File: src/design/qsn_pkg.sv
// shared constants, tables and types for the quaternion slerp pipeline
// no dependencies; imported by qsn_sqrt, qsn_div, quaternion_slerp_normalized and the bench
package qsn_pkg;

  localparam int STEPS  = 31;
  localparam int ROOT_W = 32;
  localparam int QUOT_W = 32;
  localparam int VW     = 34;

  localparam logic [30:0] ONE_Q30     = 31'h4000_0000;
  localparam logic [30:0] HALF_PI_Q30 = 31'd1686629713;
  localparam logic [30:0] GAIN_Q30    = 31'd652032874;
  localparam logic [30:0] SIN_EPS_Q30 = 31'd1074;
  localparam logic [60:0] TWO_POW_60  = 61'h1000_0000_0000_0000;
  localparam logic [14:0] T_ONE       = 15'd16384;

  localparam logic [30:0] ARC_TAB [STEPS] = '{
    31'd843314857, 31'd497837829, 31'd263043837, 31'd133525159, 31'd67021687,
    31'd33543516, 31'd16775851, 31'd8388437, 31'd4194283, 31'd2097149,
    31'd1048576, 31'd524288, 31'd262144, 31'd131072, 31'd65536, 31'd32768,
    31'd16384, 31'd8192, 31'd4096, 31'd2048, 31'd1024, 31'd512, 31'd256,
    31'd128, 31'd64, 31'd32, 31'd16, 31'd8, 31'd4, 31'd2, 31'd1
  };

  typedef struct packed {
    logic [3:0][15:0] a;
    logic [3:0][16:0] b;
    logic [30:0]      t30;
    logic [30:0]      dot;
    logic             near_par;
  } side_t;

  typedef logic [3:0][32:0] cvec_t;

  typedef struct packed {
    logic [3:0] neg;
    logic       zero;
  } fin_t;

endpackage

File: src/design/qsn_sqrt.sv
// pipelined integer square root, one result bit per stage
// depends on qsn_pkg
module qsn_sqrt (
  input  logic                          clk,
  input  logic                          rst,
  input  logic                          in_valid,
  input  logic [2*qsn_pkg::ROOT_W-1:0]  rad,
  output logic                          out_valid,
  output logic [qsn_pkg::ROOT_W-1:0]    root
);
  import qsn_pkg::*;

  localparam int RW = 2 * ROOT_W;

  logic [ROOT_W+1:0] rem [0:ROOT_W];
  logic [RW-1:0]     rd  [0:ROOT_W];
  logic [ROOT_W-1:0] rt  [0:ROOT_W];
  logic              vl  [0:ROOT_W];

  assign rem[0] = '0;
  assign rd[0]  = rad;
  assign rt[0]  = '0;
  assign vl[0]  = in_valid;

  for (genvar i = 0; i < ROOT_W; i++) begin : g_step
    logic [ROOT_W+3:0] tr, trial, diff;
    logic              ge;

    assign tr    = {rem[i], rd[i][RW-1 -: 2]};
    assign trial = {2'b00, rt[i], 2'b01};
    assign diff  = tr - trial;
    assign ge    = tr >= trial;

    always_ff @(posedge clk) begin
      if (rst) begin
        vl[i+1] <= 1'b0;
      end else begin
        vl[i+1] <= vl[i];
      end
    end

    always_ff @(posedge clk) begin
      rem[i+1] <= ge ? diff[ROOT_W+1:0] : tr[ROOT_W+1:0];
      rt[i+1]  <= {rt[i][ROOT_W-2:0], ge};
      rd[i+1]  <= {rd[i][RW-3:0], 2'b00};
    end
  end

  assign out_valid = vl[ROOT_W];
  assign root      = rt[ROOT_W];

endmodule

File: config.mk
export PLATFORM = sky130hd
export DESIGN_NAME = qsn_sqrt
export DESIGN_NICKNAME = d
export VERILOG_FILES = /design/src/design/qsn_pkg.sv /design/src/design/qsn_sqrt.sv
export SDC_FILE = /design/constraint.sdc
export NUM_CORES = 2
export LEC_CHECK = 0
export BUFFER_PORTS_ARGS = -buffer_cell sky130_fd_sc_hd__buf_4
export CAP_MARGIN = 15
export CELL_PAD_IN_SITES_DETAIL_PLACEMENT = 1
export CELL_PAD_IN_SITES_GLOBAL_PLACEMENT = 1
export CORE_MARGIN = 2
export CORE_UTILIZATION = 50
export CTS_CLUSTER_SIZE = 28
export DETAILED_ROUTE_END_ITERATION = 10
export HOLD_SLACK_MARGIN = 0.12
export PLACE_DENSITY = 0.84
export SKIP_LAST_GASP = 1
export SLEW_MARGIN = 0
export SYNTH_ARGS = -nofsm -noshare
export SYNTH_HDL_FRONTEND = slang
export SYNTH_SLANG_ARGS = --single-unit
File: constraint.sdc
create_clock -name clk -period 4.2 [get_ports clk]
set_clock_uncertainty 0.1 [all_clocks]
set_input_delay 0.21 -clock clk [delete_from_list [all_inputs] [get_ports clk]]
set_output_delay 0.21 -clock clk [all_outputs]
set_load 0.02 [all_outputs]
==> impl_metrics.ini <==
[global_route]
grtUsageTotal_pct = 28.6
antenna_found_initial = 5
grt_pass1_wl_mm = 435
grtUsageMet1_pct = 31.5
grt_max_degree = 55
grt_overflow = 0
grt_pass1_vias = 75983
use_met3_pct = 4.17
grt-busiest-layer = met2
met2_usage_pct = 52.9

[worst_setup_path]
reg2regPathDepth = 12
critPathLaunchType = flip-flop
reg2reg_to = g_step[17].tr[3]$_DFF_P_
critPathArrivalTime_ns = 4.92
r2r_start = g_step[16].trial[14]$_DFF_P_
cp-end-kind = flip-flop
worstSetupPathType = flip-flop to flip-flop
rrSetupSlack_ns = -0.06
cp_max_fo = 17
critPathRequiredTime_ns = 4.86

[cells_and_area]
fillers = 19774
layout.nets = 10229
drive_gt1_share_pct = 7.50
area_growth_pct = 14.9
final_common_cell = dfxtp_1
multiInputGateArea_um2 = 39000
final_cell_mix = dfxtp_1 (2,555), inv_1 (715), a21oi_1 (618)
ff_latch_area_um2 = 51100

[clock_tree]
cts_tree = yes
htreeDepth = 5
numCtsBuffers = 279
root_buffer = clkbuf_16
clk_pin_slew_ns = 0.07
clkSinkCount = 2555
clockBufferDepth = 4
clock_latency_ns = 0.96

[die]
die_h_um = 436
chipWidth_um = 436
dieArea_um2 = 190000
start_util_pct = 50.4
ios = 100
rows = 158
coreArea_um2 = 186000

[timing]
holdWs_ns = 0.152
finalCriticalPeriod_ns = 4.26
drv_slew = 0
tightest_slew_ns = 0.954
finalHoldViolCount = 0
finalWorstSetupSlack_ns = -0.0598
relSlewSlack_pct = 36.4
fin_setup_tns_ns = -0.0598
setup_viol = 1
post-route-period-util_pct = 101
rsz0062_at_grt = true
fmax_mhz = 235

[detailed_routing]
route.detailed.drc = 0
firstDrtPassIters = 6
drtIter0Drc = 4203
ant_nets = 0
viasPerCell = 5.64
num_vias = 69166
wl_per_cell_um = 22.6
routed_wl_mm = 277

[min_path]
hold_start = rd[1522]$_DFF_P_
hold_path_class = flip-flop to flip-flop
hold_end = rd[1460]$_DFF_P_
whs_path_depth = 0

[yosys]
synth_ff_type = dfxtp_1
yosysWarnings = 0
synth_cell_types = 95
syn_area_per_cell_um2 = 10.1
synth-edff-count = 0
synth_area_um2 = 93500
synth_cells = 9216
ys_seq_elements = 2555
async_reset_ff_share_pct = 0
synth_fp_nets = 9845
synth_seq_area_share_pct = 54.7

[power_and_ir_drop]
ir_drop_mv = 0.500
p_total_uw = 67500
p_leak_uw = 0.0504
p_per_area_nw_per_um2 = 628

[job]
maxCapViolCount = 0

[status]
failed_checks = setup timing
status = finished with violations

[placed_design]
hpwlAfterDp_mm = 173
gp_congestion = 0.916
io_buffers = 99
kinds of logic after synthesis:
| kind of cell | after synthesis | synth area share, % |
|---|---|---|
| AOI/OAI and AO/OA | 1859 | 12.4 |
| xor gates and xnor gates | 840 | 7.87 |
| adders and majority gates | 562 | 7.52 |
| buffers and inverters | 896 | 3.63 |
| DFF | 2555 | 54.7 |
| muxes | 83 | 0.989 |
| other | 1 | 0.00401 |
| and+or+nand+nor | 2420 | 12.9 |
power by group:
| group | total, uW | switching, uW | leakage [uW] | internal (uW) |
|---|---|---|---|---|
| Combinational | 11200 | 6450 | 0.0246 | 4730 |
| Clock | 24700 | 10200 | 0.00438 | 14400 |
| Sequential | 31700 | 3490 | 0.0214 | 28200 |
| Total | 67500 | 20200 | 0.0504 | 47400 |
metrics by stage:
| step | setup slack [ns] | cells | util [%] | instance area [um2] |
|---|---|---|---|---|
| 3_5_place_dp | 0.488 | 11664 | 52.3 | 97100 |
| 5_1_grt | -0.0807 | 12270 | 57.9 | 107000 |
| 3_3_place_gp | 0.566 | 11664 | 52.3 | 97100 |
| 4_1_cts | 0.225 | 12270 | 57.9 | 107000 |
| 6_report | -0.0598 | 12273 | 57.9 | 107000 |
| 2_1_floorplan | 0.979 | 9216 | - | 93500 |
worst max-delay path by stage:
| stage | cells after the start | startpoint | endpoint | slack, ns |
|---|---|---|---|---|
| global route | 12 | g_step[16].trial[14]$_DFF_P_ | g_step[17].tr[3]$_DFF_P_ | -0.08 |
| detailed placement | 11 | g_step[25].trial[5]$_DFF_P_ | g_step[26].tr[33]$_DFF_P_ | 0.49 |
| finish | 12 | g_step[16].trial[14]$_DFF_P_ | g_step[17].tr[3]$_DFF_P_ | -0.06 |
| floorplan | 12 | g_step[16].trial[14]$_DFF_P_ | g_step[17].tr[25]$_DFF_P_ | 0.98 |
| global placement | 11 | g_step[25].trial[5]$_DFF_P_ | g_step[26].tr[33]$_DFF_P_ | 0.57 |
| CTS | 11 | g_step[17].trial[2]$_DFF_P_ | g_step[18].tr[28]$_DFF_P_ | 0.23 |
cell type report:
| class | instances | share of cell area (%) |
|---|---|---|
| multi-input cells | 5765 | 36.3 |
| flip-flops and latches | 2555 | 47.6 |
| well taps | 2480 | 2.89 |
| repair buffers | 282 | 2.32 |
| clock inverters | 87 | 1.05 |
| diodes | 3 | 0.00699 |
| clock buffers | 384 | 7.29 |
| inverters | 717 | 2.50 |
worst max-delay path, stage by stage (launching register included):
cell and delay, ns:
dfxtp_1 0.43, inv_1 0.08, ha_1 0.37, and2_0 0.36, nand4_1 0.19, or3_1 0.35
or3_1 0.38, and3_1 0.21, and2_1 0.22, nand2_2 0.35, buf_4 0.30, nor2_1 0.07
a21oi_1 0.63
per-layer routing:
layer	up-vias	share of wire (%)
met4	8	5.7
met1	33900	39
li1	32293	-
met5	-	0.017
met2	2020	52
met3	945	4.0
timing repair:
action / in CTS / in global routing
endpoints found under the hold margin: 97 / 0
hold buffers: 135 / 0
resized for setup: 0 / 4
setup endpoints to repair: 0 / 3
setup buffers: 0 / 0
state kept, by name, summed over array words and instances, names as in the netlist:
signal,cells
g_step.tr,1065
g_step.trial,496
out_valid,1
rd,930
root,32
vl,31
cell usage after synthesis, drive strengths merged, types with 11 or more instances:
cell type | count | area [um2]
ha | 562 | 7030
nand4 | 117 | 732
a41oi | 15 | 131
o211ai | 51 | 383
a21o | 253 | 1900
inv | 716 | 2690
nand2 | 577 | 2170
nand2b | 118 | 738
or2 | 56 | 350
a21oi | 619 | 3100
and2 | 38 | 238
or3 | 98 | 623
o31ai | 49 | 368
o2111ai | 16 | 140
nand3b | 32 | 240
and3 | 46 | 288
nor3 | 219 | 1100
a31oi | 51 | 319
nor4 | 114 | 741
nor2b | 109 | 682
nand4b | 21 | 184
dfxtp | 2555 | 51100
or4 | 52 | 394
a311oi | 12 | 105
a211oi | 45 | 343
xnor2 | 444 | 3890
nand3 | 166 | 831
a21boi | 28 | 210
a2111oi | 14 | 129
nor2 | 596 | 2240
a211o | 11 | 96.3
clkbuf | 162 | 608
o21a | 97 | 728
nor3b | 21 | 169
o21bai | 42 | 315
buf | 17 | 92.6
and4 | 16 | 140
o21ai | 435 | 2180
xor2 | 396 | 3470
mux2 | 75 | 845
Power figures use the tool's default switching activity.
